--- src/tfn_pkg.sv ---
// Shared widths, types and constants of the triangle face normal block.
package tfn_pkg;

  localparam int POS_W     = 16;  // vertex coordinate
  localparam int U_W       = 17;  // edge vector component
  localparam int PR_W      = 34;  // edge product
  localparam int N_W       = 35;  // signed cross product component
  localparam int MG_W      = 34;  // cross product magnitude
  localparam int SQ_W      = 32;  // square of a low magnitude
  localparam int L_W       = 34;  // squared length
  localparam int LIM_W     = 32;  // degenerate limit register
  localparam int P_W       = 6;   // msb position of the magnitudes
  localparam int R_W       = 15;  // normalised magnitude
  localparam int RSQ_W     = 30;  // square of a normalised magnitude
  localparam int LP_W      = 32;  // normalised squared length
  localparam int ROOT_W    = 32;  // square root result
  localparam int SQ_REM_W  = ROOT_W + 2;
  localparam int SQ_STEPS  = 2;   // root bits resolved per stage
  localparam int SQ_STAGES = ROOT_W / SQ_STEPS;
  localparam int NORM_W    = 16;  // emitted normal component
  localparam int NUM_POS   = 9;

  // Per-triangle data carried alongside the arithmetic
  typedef struct packed {
    logic [NUM_POS-1:0][POS_W-1:0] pos;
    logic [2:0]                    neg;
    logic                          degen;
    logic [2:0][R_W-1:0]           r;
  } tfn_side_t;

  // Vertex currently shown on the result channel
  typedef enum logic [1:0] {
    VTX_A,
    VTX_B,
    VTX_C
  } vtx_t;

endpackage

--- src/tfn_sqrt.sv ---
// Pipelined integer square root of the normalised length shifted by 32 bits.
module tfn_sqrt
  import tfn_pkg::*;
(
  input  logic              clk,
  input  logic              rst,
  input  logic              en,
  input  logic              in_valid,
  input  logic [LP_W-1:0]   lp,
  input  tfn_side_t         in_side,
  output logic              out_valid,
  output logic [ROOT_W-1:0] root,
  output tfn_side_t         out_side
);

  typedef struct packed {
    logic [SQ_REM_W-1:0] rem;
    logic [ROOT_W-1:0]   res;
    logic [LP_W-1:0]     xs;
  } sq_state_t;

  // One digit of the restoring square root, two radicand bits in
  function automatic sq_state_t sq_step(sq_state_t s);
    sq_state_t           o;
    logic [SQ_REM_W-1:0] sh;
    logic [SQ_REM_W-1:0] trial;
    sh    = {s.rem[SQ_REM_W-3:0], s.xs[LP_W-1 -: 2]};
    trial = {s.res, 2'b01};
    o.xs  = {s.xs[LP_W-3:0], 2'b00};
    if (sh >= trial) begin
      o.rem = sh - trial;
      o.res = {s.res[ROOT_W-2:0], 1'b1};
    end else begin
      o.rem = sh;
      o.res = {s.res[ROOT_W-2:0], 1'b0};
    end
    return o;
  endfunction

  sq_state_t              st_q  [SQ_STAGES];
  sq_state_t              nxt   [SQ_STAGES];
  tfn_side_t              sd_q  [SQ_STAGES];
  logic [SQ_STAGES-1:0]   v;

  // Resolve SQ_STEPS root bits in each stage
  always_comb begin
    for (int s = 0; s < SQ_STAGES; s++) begin
      if (s == 0) begin
        nxt[s].rem = '0;
        nxt[s].res = '0;
        nxt[s].xs  = lp;
      end else begin
        nxt[s] = st_q[s-1];
      end
      for (int j = 0; j < SQ_STEPS; j++) begin
        nxt[s] = sq_step(nxt[s]);
      end
    end
  end

  // Advance the valid bits
  always_ff @(posedge clk) begin
    if (rst) begin
      v <= '0;
    end else if (en) begin
      v <= {v[SQ_STAGES-2:0], in_valid};
    end
  end

  // Advance state and side data
  always_ff @(posedge clk) begin
    if (en) begin
      for (int s = 0; s < SQ_STAGES; s++) begin
        st_q[s] <= nxt[s];
        sd_q[s] <= (s == 0) ? in_side : sd_q[(s == 0) ? 0 : s-1];
      end
    end
  end

  assign out_valid = v[SQ_STAGES-1];
  assign root      = st_q[SQ_STAGES-1].res;
  assign out_side  = sd_q[SQ_STAGES-1];

endmodule

--- config.mk ---
export PLATFORM = sky130hd
export DESIGN_NAME = tfn_sqrt
export DESIGN_NICKNAME = d
export VERILOG_FILES = /design/src/tfn_pkg.sv /design/src/tfn_sqrt.sv
export SDC_FILE = /design/constraint.sdc
export NUM_CORES = 2
export LEC_CHECK = 0
export ABC_AREA = 1
export BUFFER_PORTS_ARGS = -buffer_cell sky130_fd_sc_hd__buf_2
export CORE_MARGIN = 4
export CORE_UTILIZATION = 45
export DETAILED_ROUTE_END_ITERATION = 8
export SYNTH_ARGS = -nofsm -noshare
export SYNTH_HDL_FRONTEND = slang
export SYNTH_MEMORY_MAX_BITS = 65536
export SYNTH_SLANG_ARGS = --single-unit
--- constraint.sdc ---
create_clock -name clk -period 6.75 [get_ports clk]
set_input_delay 0.3375 -clock clk [delete_from_list [all_inputs] [get_ports clk]]
set_output_delay 0.3375 -clock clk [all_outputs]
set_load 0.01 [all_outputs]
==> metrics list <==
- Final clock skew: 0.0662 ns
- Peak Freq: ~170 MHz
* Cell repeated most along the worst path: sky130_fd_sc_hd__nand2_1
- Type of origin of the critical path: register
* Number of antenna violations at the first check in global routing: 3
* Number of enable flip-flop cells after synthesis: roughly 4000
* Standard-cell row count: ~220
* Placed wire-length estimate: roughly 280000 µm
- Routability congestion estimate from global placement: 0.947
* Post-cts repair resize count: 0
* Number of hold violations in the final report: 0
- Final WL: 375000 µm
* Number of detailed-route iterations in the first pass: 6
- CTS Sinks: roughly 3900
- Dividing total power by cell area gives a power density of approximately 370 nW/µm².
- Entering global routing, the biggest net connects roughly 190 pins.
* Starting utilization of the core area: 45.3%
- Counting flops and latches in the post-synthesis netlist gives between 3000 and 4000.
- Fraction of registers with async set/reset: 0%
* Period utilisation layout: 86.9%
- The cell sitting at the root of the clock tree is a sky130_fd_sc_hd__clkbuf_16.
- In the final layout, the multi-input gates occupy between 40000 and 50000 µm².
- Registers take between 100000 and 150000 µm².
- Kind of end point of the critical path: register
- The die covers between 300000 and 400000 µm².
- Setup repair after global routing left no endpoint under its margin.
- DRC: 0
* Die width: 621 µm
- The flow ran to the end, and the final reports show no timing, DRC or antenna violations.
- Top library cells by usage in the layout, fill and taps aside: sky130_fd_sc_hd__edfxtp_1 (3922), sky130_fd_sc_hd__nand2_1 (3189), sky130_fd_sc_hd__inv_1 (1463), sky130_fd_sc_hd__nor2_1 (1038), sky130_fd_sc_hd__nand3_1 (724)
* Synth warnings: 0
- Total leakage power: ~75 nW
- In this run, the number of DRC markers left after iteration 0 of detailed routing was about 6800.
* Simple-gate share of the synthesized area: between 10% and 20%
- Clock latency on the worst-skew pair, taken at its later pin, is around 0.94 ns.
- For the worst setup path, the data required time is about 7.4 ns.
- In this run, CTS created clock tree buffers numbering ~400.
* Avg Synthesized Cell Area: ~12 µm²
- Peak supply drop: between 200 and 300 µV
* Max clock buf depth: 4
- The tool flagged a number of max-cap violations equal to 0.
- The most used flip-flop cell after synthesis is sky130_fd_sc_hd__edfxtp_1.
- In the final timing run, aggregate negative setup slack is 0 ns.
* Worst slew margin relative to its limit: between 10% and 20%
* Xor-xnor portion of the synthesized cell area: under 10%
- Count of buffers inserted at the top-level ports: between 400 and 500
- In this run the worst hold path is classified as in2reg.
- In this run the worst path has a maximum fanout of 22.
- After detailed routing, the number of vias per cell comes to 4.95.
- Area Growth Syn to Fin: 13.5%
* Placeable core region: ~370000 µm²
* Detail Route Antenna Nets: 0
- The largest single stage delay on the critical path is between 0.4 and 0.5 ns.
- In this run the number of H-tree levels came out at 5.
- Synth Area in Compound Gates: between 4 and 5%
- Counting every instance in the synthesized netlist gives between 10000 and 15000.
- The critical path is of the reg2reg type.
* Final setup fails: 0
* Most common cell after layout, fill and taps aside: sky130_fd_sc_hd__edfxtp_1
- Final global-route overflow total: 0
- At the pin with the least slew margin, the transition time is approximately 1.2 ns.
- Post-synth design cell area: 169000 µm²
* Number of max-slew violations in the final report: 0
- Adder-cell share of the synthesized area: ~4%
- The die is ~620 µm tall.
- After detailed routing, the average wire length per cell comes to 18.7 µm.
* Slowest cell on crit path: sky130_fd_sc_hd__o21ai_0
- Fraction of final layout cells with drive strength greater than 1: approximately a tenth
- Hold is met by approximately 0.09 ns.
* CTS tree: yes
- Sequential-to-total area share from yosys stat: 69.9%
- The worst path in the final design needs a cycle of ~5.9 ns, including I/O delays and setup.
* Mux share of post-synthesis cell area: 0%
- The routed layout has about 99000 vias.
* Main combinational cell family by area after synthesis: simple AND/OR/NAND/NOR gates
- Final-stage net count: 15500
* Filler cell count in the final layout: about 32000
- The first global-routing pass estimated around 570000 µm of wire.
- Pin placement for this block handled about 460 I/O pins.
- Global routing used a little under a fifth of the available tracks.
- Data arrival time of the critical path: between 6 and 7 ns
- The via count of the first global-routing pass came to 98400.
- CTS clk-pin slew, worst paths: 0.06 ns
* Yosys cell types: 69
[stage by stage]
stage	power, mW	cells	instance area, µm²	worst slack, ns	util, %
finish	70.5	20000	192000	0.884	51.4
global route	74.7	20000	192000	0.361	51.4
CTS	71.4	20000	192000	0.844	51.4
detailed placement	49.3	19000	176000	0.850	47.2
global placement	49.3	19000	176000	0.851	47.2
floorplan	43.3	13800	169000	1.88	-
[power breakdown]
part	internal (mW)	switching, mW	total, mW
clock network	12.3	9.34	21.6
registers	29.8	1.20	31.0
logic	5.87	12.1	17.9
total	47.9	22.6	70.5
[synthesized netlist by cell type, drive strengths merged, types with 11 or more instances]
library cell  count  share of area [%]
a31oi            35               0.13
and3             11              0.041
nand3           773                2.5
o21a             31               0.14
fa               13               0.15
ha              518                3.8
xor2            232                1.2
o21bai           51               0.23
dfxtp            16               0.19
clkbuf           58               0.13
nor4             27               0.10
nor2           1128                2.7
buf             313                1.4
edfxtp         3922                 70
nand4           278                1.0
a21oi           604                1.8
nand2          3227                7.2
a21o             53               0.24
and2             11              0.041
o21ai           534                1.6
nor3            148               0.45
xnor2           216                1.1
inv            1484                3.3
nand3b           34               0.15
or2              38               0.14
a21boi           33               0.15
[worst paths after layout]
check	from	endpoint	slack (ns)	depth (start not counted)
max	st_q[1][155]$_DFFE_PP_	st_q[1][250]$_DFFE_PP_	0.88	28
min	in_side[13]	sd_q[0][13]$_DFFE_PP_	0.09	2
max reg2reg	st_q[1][155]$_DFFE_PP_	st_q[1][250]$_DFFE_PP_	0.88	28
min reg2reg	sd_q[1][300]$_DFFE_PP_	sd_q[1][493]$_DFFE_PP_	0.37	0
[metal layers]
| layer | global-route usage [%] | wire, µm | up-vias |
|---|---|---|---|
| li1 | - | - | 49700 |
| met1 | 22.8 | 152000 | 46800 |
| met2 | 34.8 | 195000 | 1822 |
| met3 | 2.05 | 11800 | 757 |
| met4 | 8.06 | 17000 | 4 |
| met5 | 0 | 21 | - |
[cells by family after synthesis]
logic type | Yosys count
simple gates | 5680
flops | 3938
buf+inv | 1864
compound gates | 1383
fa+ha+maj | 531
xor+xnor | 448
other cells | 1
[registers in the layout (all words and copies together) (netlist names)]
register	count
st_q	834
sd_q	3088
v	16
[final cells by class]
cell class / count / area share [%]
antenna: 1 / 0.00131
clock buffer: 493 / 5.43
clock inverter: 254 / 1.39
inverter: 1493 / 2.93
multi-input combinational: 8044 / 22.2
sequential: 3938 / 61.6
tap: 4972 / 3.25
timing repair buffer: 834 / 3.18
[worst max-delay path, delay by kind of cell, from the launching register on]
kind | cells | cell delay (ns)
flops | 1 | 0.43
compound gates | 6 | 1.47
simple gates | 16 | 1.93
buf+inv | 3 | 0.68
fa+ha+maj | 3 | 1.06
[repair_timing]
action                    in CTS  in global routing
setup buffers                  0                  0
hold buffers                 250                  0
hold endpoints to repair     275                  0
No activity file was read; power rests on OpenSTA's default activity.
