--- config.mk ---
export PLATFORM = sky130hd
export DESIGN_NAME = tfn_emit
export DESIGN_NICKNAME = d
export VERILOG_FILES = /design/src/tfn_pkg.sv /design/src/tfn_emit.sv
export SDC_FILE = /design/constraint.sdc
export NUM_CORES = 1
export LEC_CHECK = 0
export BUFFER_PORTS_ARGS = -buffer_cell sky130_fd_sc_hd__buf_2
export CORE_MARGIN = 2
export CORE_UTILIZATION = 49
export DETAILED_ROUTE_END_ITERATION = 10
export PLACE_DENSITY = 0.85
export SETUP_SLACK_MARGIN = 0.3
export SLEW_MARGIN = 20
export SYNTH_ARGS = -nofsm -noshare
export SYNTH_HDL_FRONTEND = slang
export SYNTH_SLANG_ARGS = --single-unit
--- constraint.sdc ---
create_clock -name clk -period 16.3 [get_ports clk]
set_input_delay 3.26 -clock clk [delete_from_list [all_inputs] [get_ports clk]]
set_output_delay 3.26 -clock clk [all_outputs]
set_load 0.01 [all_outputs]
--- src/tfn_pkg.sv ---
// Shared widths, types and constants of the triangle face normal block.
package tfn_pkg;

  localparam int POS_W     = 16;  // vertex coordinate
  localparam int U_W       = 17;  // edge vector component
  localparam int PR_W      = 34;  // edge product
  localparam int N_W       = 35;  // signed cross product component
  localparam int MG_W      = 34;  // cross product magnitude
  localparam int SQ_W      = 32;  // square of a low magnitude
  localparam int L_W       = 34;  // squared length
  localparam int LIM_W     = 32;  // degenerate limit register
  localparam int P_W       = 6;   // msb position of the magnitudes
  localparam int R_W       = 15;  // normalised magnitude
  localparam int RSQ_W     = 30;  // square of a normalised magnitude
  localparam int LP_W      = 32;  // normalised squared length
  localparam int ROOT_W    = 32;  // square root result
  localparam int SQ_REM_W  = ROOT_W + 2;
  localparam int SQ_STEPS  = 2;   // root bits resolved per stage
  localparam int SQ_STAGES = ROOT_W / SQ_STEPS;
  localparam int NORM_W    = 16;  // emitted normal component
  localparam int NUM_POS   = 9;

  // Per-triangle data carried alongside the arithmetic
  typedef struct packed {
    logic [NUM_POS-1:0][POS_W-1:0] pos;
    logic [2:0]                    neg;
    logic                          degen;
    logic [2:0][R_W-1:0]           r;
  } tfn_side_t;

  // Vertex currently shown on the result channel
  typedef enum logic [1:0] {
    VTX_A,
    VTX_B,
    VTX_C
  } vtx_t;

endpackage

--- src/tfn_emit.sv ---
// Result register: applies cap, sign and fallback, then sends three vertices.
module tfn_emit
  import tfn_pkg::*;
#(
  parameter int NF = 14
)(
  input  logic                     clk,
  input  logic                     rst,
  input  logic                     in_valid,
  input  logic [2:0][NF:0]         quo,
  input  tfn_side_t                in_side,
  output logic                     take,
  output logic                     out_valid,
  input  logic                     out_ready,
  output logic signed [POS_W-1:0]  pos_x,
  output logic signed [POS_W-1:0]  pos_y,
  output logic signed [POS_W-1:0]  pos_z,
  output logic signed [NORM_W-1:0] norm_x,
  output logic signed [NORM_W-1:0] norm_y,
  output logic signed [NORM_W-1:0] norm_z,
  output logic                     degenerate,
  output logic                     last_vertex
);

  localparam int         QB     = NF + 1;
  localparam logic [31:0] UNIT  = 32'd1 << NF;

  logic [2:0][NORM_W-1:0]         nrm_d;
  logic [2:0][NORM_W-1:0]         nrm_q;
  logic [NUM_POS-1:0][POS_W-1:0]  pos_q;
  logic                           deg_q;
  logic                           ov;
  vtx_t                           vtx, vtx_next;
  logic                           load;
  logic [QB-1:0]                  qc;
  logic [31:0]                    ext;
  logic [31:0]                    sgn;

  // Cap, sign and the fallback normal
  always_comb begin
    qc  = '0;
    ext = '0;
    sgn = '0;
    for (int i = 0; i < 3; i++) begin
      qc  = (quo[i] > UNIT[QB-1:0]) ? UNIT[QB-1:0] : quo[i];
      ext = 32'(qc);
      sgn = in_side.neg[i] ? (32'd0 - ext) : ext;
      if (in_side.degen) begin
        nrm_d[i] = (i == 2) ? UNIT[NORM_W-1:0] : '0;
      end else begin
        nrm_d[i] = sgn[NORM_W-1:0];
      end
    end
  end

  // Take a new triangle when empty or when the third vertex leaves
  assign take = !ov || (out_ready && vtx == VTX_C);
  assign load = in_valid && take;

  always_comb begin
    case (vtx)
      VTX_A:   vtx_next = VTX_B;
      VTX_B:   vtx_next = VTX_C;
      default: vtx_next = VTX_A;
    endcase
  end

  always_ff @(posedge clk) begin
    if (rst) begin
      ov  <= 1'b0;
      vtx <= VTX_A;
    end else if (load) begin
      ov  <= 1'b1;
      vtx <= VTX_A;
    end else if (ov && out_ready) begin
      ov  <= (vtx != VTX_C);
      vtx <= vtx_next;
    end
  end

  // Hold the triangle result
  always_ff @(posedge clk) begin
    if (load) begin
      nrm_q <= nrm_d;
      pos_q <= in_side.pos;
      deg_q <= in_side.degen;
    end
  end

  // Select the current vertex
  always_comb begin
    case (vtx)
      VTX_A: begin
        pos_x = $signed(pos_q[0]);
        pos_y = $signed(pos_q[1]);
        pos_z = $signed(pos_q[2]);
      end
      VTX_B: begin
        pos_x = $signed(pos_q[3]);
        pos_y = $signed(pos_q[4]);
        pos_z = $signed(pos_q[5]);
      end
      default: begin
        pos_x = $signed(pos_q[6]);
        pos_y = $signed(pos_q[7]);
        pos_z = $signed(pos_q[8]);
      end
    endcase
  end

  assign out_valid   = ov;
  assign norm_x      = $signed(nrm_q[0]);
  assign norm_y      = $signed(nrm_q[1]);
  assign norm_z      = $signed(nrm_q[2]);
  assign degenerate  = deg_q;
  assign last_vertex = (vtx == VTX_C);

endmodule

==> results.md, run 1 <==
- Yosys top cell area share: 0.690
- Yosys Warn Count: 0
- Syn Inst Count: 604
- Global-route wire length before repair: roughly 30000 µm
- Reg clk slew, reported paths: 0.07 ns
- IR drop worst, VDD: 81.1 µV
- Leak pwr: 4.11 nW
- Final period util: 0.431
- Nets: 1136
- Final setup viols: 0
- Routed WL: ~20000 µm
- Most common cell after layout, fill and taps aside: buf_2
- I/O Buffers: 296
- Largest net degree at the start of global routing: 71
- Type of the worst setup path: input pin to output pin
- Number of global-route vias before repair: 5712
- Die area: 18200 µm²
- Worst Skew: 0.00891 ns
- GRT Total Usage: 0.211
- Util after Layout: 0.640
- Seq pwr share: 0.533
- Dpl ws: approximately 9 ns
- Vias: 5951
- Post-CTS resize count: 0
- Number of synthesized flops with an enable pin: 193
- Final min period: 7.03 ns
- Design area: 10700 µm²
- Worst path arrival time: 3.77 ns
- Comb pwr share: 0.105
- Power Density: between 100 and 150 nW/µm²
- Clock Sinks: 196
- Vert. Die Dim: 135 µm
- Synth Area in Simple Gates: 0.102
- Flops & latches, synth: 196
- Violation count after the first detailed-route iteration: 408
- Max-slew headroom: 0.383
- Internal power: roughly 0.85 mW
- Status: finished clean
- Synth area leaders: edfxtp_1 69%, mux2i_1 5.8%, o21ai_0 3.7%, nand2_1 3.0%, xor2_1 2.2%
- Async S/R FF share, synth: 0
- Critical path origin: out_ready
- Final ANT Viol Nets: 0
- Initial antenna violation count: 2
- Post-Syn Area per Cell: 13.9 µm²
- DR pass1 iterations: 5
- Worst-Margin Slew: 0.926 ns
- Netlist cell types: 50
- Placed Instances: 1092
- GR Overflow Total: 0
- Setup TNS: 0 ns
- Total net switching power: 0.265 mW
- CTS Root Cell: clkbuf_16
- Share of cells above drive strength 1: 0.393
- Hold WS: 0.622 ns
- Die X: roughly 130 µm
- XOR/XNOR Fraction of Synth Area: 0.0302
- Max H-tree Level: 4
- Post-DP Area: between 10000 and 15000 µm²
- Core Box Area: 16600 µm²
- Post-synthesis compound-gate area fraction: 0.0889
- Most frequent cells in the layout: 296 x buf_2, 193 x edfxtp_1, 68 x nand2_1, 62 x o21ai_0, 49 x mux2i_1
- PnR Total Power: 1.12 mW
- Post-Syn Nets: ~850
- CP startpoint kind: input pin
- Area Growth Syn to Fin: 26.8%
- FF-to-FF Start: vtx[0]
- CTS Hold Bufs: 0
- Dpl hpwl: 14300 µm
- Post-synthesis mux area share: 0.0597
- FMAX: around 140 MHz
- Max_cap viols: 0
- CTS tree: built
- Initial Util: 0.505
- Post-CTS Setup Inserts: 0
- Drc violations: 0
- Worst-Skew Late Latency: ~0.42 ns
- Post-synth top flop: edfxtp_1
- Placer Congestion: 0.869
- Reg2Reg Setup Slack: 13.24 ns
- Clk buf depth: 2
- Clk pwr share: 0.362
- Sw Share: 0.237
- Setup crit end kind: output pin
- Final Max Slew Viols: 0
- Worst Path Required: 13.04 ns
- RSZ-0062 raised after global routing: no
- Hold Vio Cnt, Final: 0
- IO Pins: 342
- Sequential area share after synthesis: 0.697
- Adder-cell share of the synthesized area: 0.00447
- Crit path max fanout: 5
- Minimum setup slack in the final design: between 9 and 10 ns
- Vias per cell: 5.29
- Fin cells: 1126
- Area leader, netlist: edfxtp_1
- Mapped Area: 8400 µm²
- Main combinational cell family by area after synthesis: simple AND/OR/NAND/NOR gates
- Drt wl/cell: 17.4 µm
- CTS Buf Count: 17
- Hold Path Class: flip-flop to flip-flop
- Hold path start: out_valid
- Row cnt: 47
synth_stat cells (all sizes together) (3+ instances only):
library cell / n
edfxtp: 193
nand2: 68
o21ai: 62
mux2i: 49
nor2: 41
clkbuf: 29
xor2: 21
o31ai: 11
a21oi: 10
nor2b: 10
nor3: 10
or3: 10
or4: 9
nand2b: 8
xnor2: 8
o41ai: 7
or2: 7
inv: 5
buf: 4
a2111oi: 3
a211oi: 3
dfxtp: 3
ha: 3
nand3: 3
nor3b: 3
critical path, cell delays in order:
cell and delay, ns:
buf_2 0.13, nand2_1 0.13, nand2_1 0.08, buf_2 0.17
power groups by stage:
stage | Clock (mW) | Sequential (mW) | Combinational, mW
after detailed placement | 0 | 0.607 | 0.118
final | 0.405 | 0.596 | 0.117
after floorplan | 0 | 0.620 | 0.0560
after global placement | 0 | 0.605 | 0.114
after global routing | 0.431 | 0.598 | 0.129
after CTS | 0.413 | 0.596 | 0.118
logic make-up (layout without fill, tap and decap cells):
logic type | Yosys count | count (layout)
AO/OA/AOI/OAI | 111 | 111
XOR/XNOR | 29 | 29
adder cells (fa/ha/maj) | 3 | 3
buffers and inverters | 39 | 339
flip-flops | 196 | 196
multiplexers | 50 | 50
other | 0 | 2
AND/OR/NAND/NOR | 176 | 176
flip-flops by register name, indices dropped and copies added, names as in the netlist:
signal      flops
pos_q         144
norm_x         16
norm_z         16
degenerate      1
vtx             2
norm_y         16
out_valid       1
routing by layer:
layer  part of all wire  global-route usage  up-vias
met2               0.51               0.370      279
met5                  0                   0        -
li1                   -                   -     2848
met4              0.022              0.0787        0
met3               0.11              0.0770       32
met1               0.36               0.236     2792
cell type report:
cell class	count	area (µm²)
multi-input cells	369	2410
clock buffers	18	429
repair buffers	301	1520
inverters	6	22.5
diodes	2	5.00
fillers	1242	5990
well taps	220	275
flip-flops and latches	196	5860
clock inverters	14	139
path summary, 6_finish.rpt:
kind | to | cells after the start
max | take | 4
min | vtx[0] | 2
max reg2reg | norm_x[9] | 6
min reg2reg | vtx[0] | 2
Note: power is estimated with default switching activity, not from simulation.
==> run 2: changes to the inputs <==
--- a/config.mk
+++ b/config.mk
@@ -7,9 +7,9 @@
 export LEC_CHECK = 0
 export BUFFER_PORTS_ARGS = -buffer_cell sky130_fd_sc_hd__buf_2
 export CORE_MARGIN = 2
-export CORE_UTILIZATION = 49
+export CORE_UTILIZATION = 44
 export DETAILED_ROUTE_END_ITERATION = 10
-export PLACE_DENSITY = 0.85
+export PLACE_DENSITY = 0.81
 export SETUP_SLACK_MARGIN = 0.3
 export SLEW_MARGIN = 20
 export SYNTH_ARGS = -nofsm -noshare
==> constraint.sdc (replaced) <==
create_clock -name clk -period 6.1 [get_ports clk]
set_input_delay 1.22 -clock clk [delete_from_list [all_inputs] [get_ports clk]]
set_output_delay 1.22 -clock clk [all_outputs]
set_load 0.01 [all_outputs]
==> run 2 against run 1 <==
Effect of this change: global-route usage shrank 2.5 points; largest cell class unchanged; final cell count grew 1.1%; core utilization shrank 6.6 points; worst hold slack lost 0.012 ns; critical path type is now input pin to flip-flop; die area grew 11%.
==> results.md, run 2 (synthesis gave the netlist of run 1 again) <==
- Leak pwr: between 4 and 5 nW
- Final setup viols: 0
- Row cnt: 50
- Largest net degree at the start of global routing: 106
- Number of global-route vias before repair: 5678
- CTS Hold Bufs: 0
- DR pass1 iterations: 5
- Max H-tree Level: 4
- Util after Layout: 0.575
- Drt wl/cell: 17.1 µm
- Setup TNS: 0 ns
- Reg clk slew, reported paths: 0.07 ns
- Most common cell after layout, fill and taps aside: buf_2
- Final min period: 3.70 ns
- Initial antenna violation count: 2
- Status: finished clean
- Design area: 10800 µm²
- Max_cap viols: 0
- RSZ-0062 raised after global routing: no
- IO Pins: around 340
- Hold Path Class: flip-flop to flip-flop
- Clk buf depth: 2
- Initial Util: 0.449
- Global-route wire length before repair: approximately 29000 µm
- Most frequent cells in the layout: 296 x buf_2, 193 x edfxtp_1, 68 x nand2_1, 62 x o21ai_0, 49 x mux2i_1
- Final Max Slew Viols: 0
- Clock Sinks: ~200
- Final period util: 0.607
- Core Box Area: 18700 µm²
- CTS Buf Count: 17
- PnR Total Power: 3.07 mW
- CTS Root Cell: clkbuf_16
- Power Density: 286 nW/µm²
- Post-DP Area: 10100 µm²
- Type of the worst setup path: input pin to flip-flop
- Share of cells above drive strength 1: 0.393
- Worst Skew: 0.0103 ns
- Violation count after the first detailed-route iteration: 343
- CP startpoint kind: input pin
- Vias: just under 6000
- Drc violations: 0
- Worst Path Required: 6.25 ns
- Worst-Margin Slew: 1.00 ns
- IR drop worst, VDD: 184 µV
- Nets: 1135
- Post-CTS Setup Inserts: 0
- Die area: 20200 µm²
- Placer Congestion: ~0.86
- FMAX: 270 MHz
- Final ANT Viol Nets: 0
- Setup crit end kind: flip-flop
- Most flop-heavy register: pos_q
- Vert. Die Dim: about 140 µm
- Vias per cell: between 5 and 6
- Routed WL: 19500 µm
- Crit path max fanout: 9
- Max-slew headroom: 0.331
- Fin cells: 1138
- I/O Buffers: 296
- Die X: 142 µm
- Worst path arrival time: 3.85 ns
- Minimum setup slack in the final design: approximately 2.4 ns
- Worst-Skew Late Latency: 0.42 ns
- Max reg flops: 144
- Area Growth Syn to Fin: 28.0%
- Placed Instances: 1105
- GR Overflow Total: 0
- CTS tree: built
- GRT Total Usage: 0.187
- Hold WS: 0.609 ns
- Hold Vio Cnt, Final: 0
- Dpl hpwl: about 14000 µm
- Post-CTS resize count: 0
- Dpl ws: 1.98 ns
## run 2: changes by cell type in the layout (fill, tap and decap cells not counted), sizes merged
cell	change
clkbuf	-1
clkinv	+1
diode	-1
buf	-1
inv	+1
clkinvlp	-1
## run 2: routing by layer
layer	up-vias	GRT usage	share of wire
met5	-	0	0.00067
met4	2	0.0689	0.017
met3	31	0.0777	0.11
met2	233	0.316	0.49
met1	2766	0.212	0.39
li1	2844	-	-
## run 2: cell type report
cell class | instances | area (µm²)
Sequential cell | 196 | 5860
Antenna cell | 1 | 2.50
Inverter | 6 | 22.5
Clock buffer | 17 | 425
Clock inverter | 15 | 215
Tap cell | 234 | 293
Multi-Input combinational cell | 369 | 2410
Timing Repair Buffer | 300 | 1520
Fill cell | 1512 | 7960
## run 2: worst paths after layout
path / from / to / slack, ns / cells after the start
max: quo[22] / norm_y[12] / 2.40 / 10
min: out_valid / vtx[0] / 0.61 / 2
max reg2reg: vtx[0] / pos_q[97] / 3.24 / 4
min reg2reg: out_valid / vtx[0] / 0.61 / 2
## run 2: critical path, stage by stage
cell     delay, ns
buf_2         0.13
or4_1         0.67
o41ai_4       0.65
nand2_1       0.15
ha_1          0.27
or3b_2        0.27
o41ai_1       0.07
a31oi_1       0.23
xnor2_1       0.15
nor2_1        0.05
## run 2: power breakdown
group          total [mW]  internal, mW  switching, mW
combinational       0.307         0.133          0.174
sequential           1.60          1.57         0.0284
clock                1.16         0.607          0.557
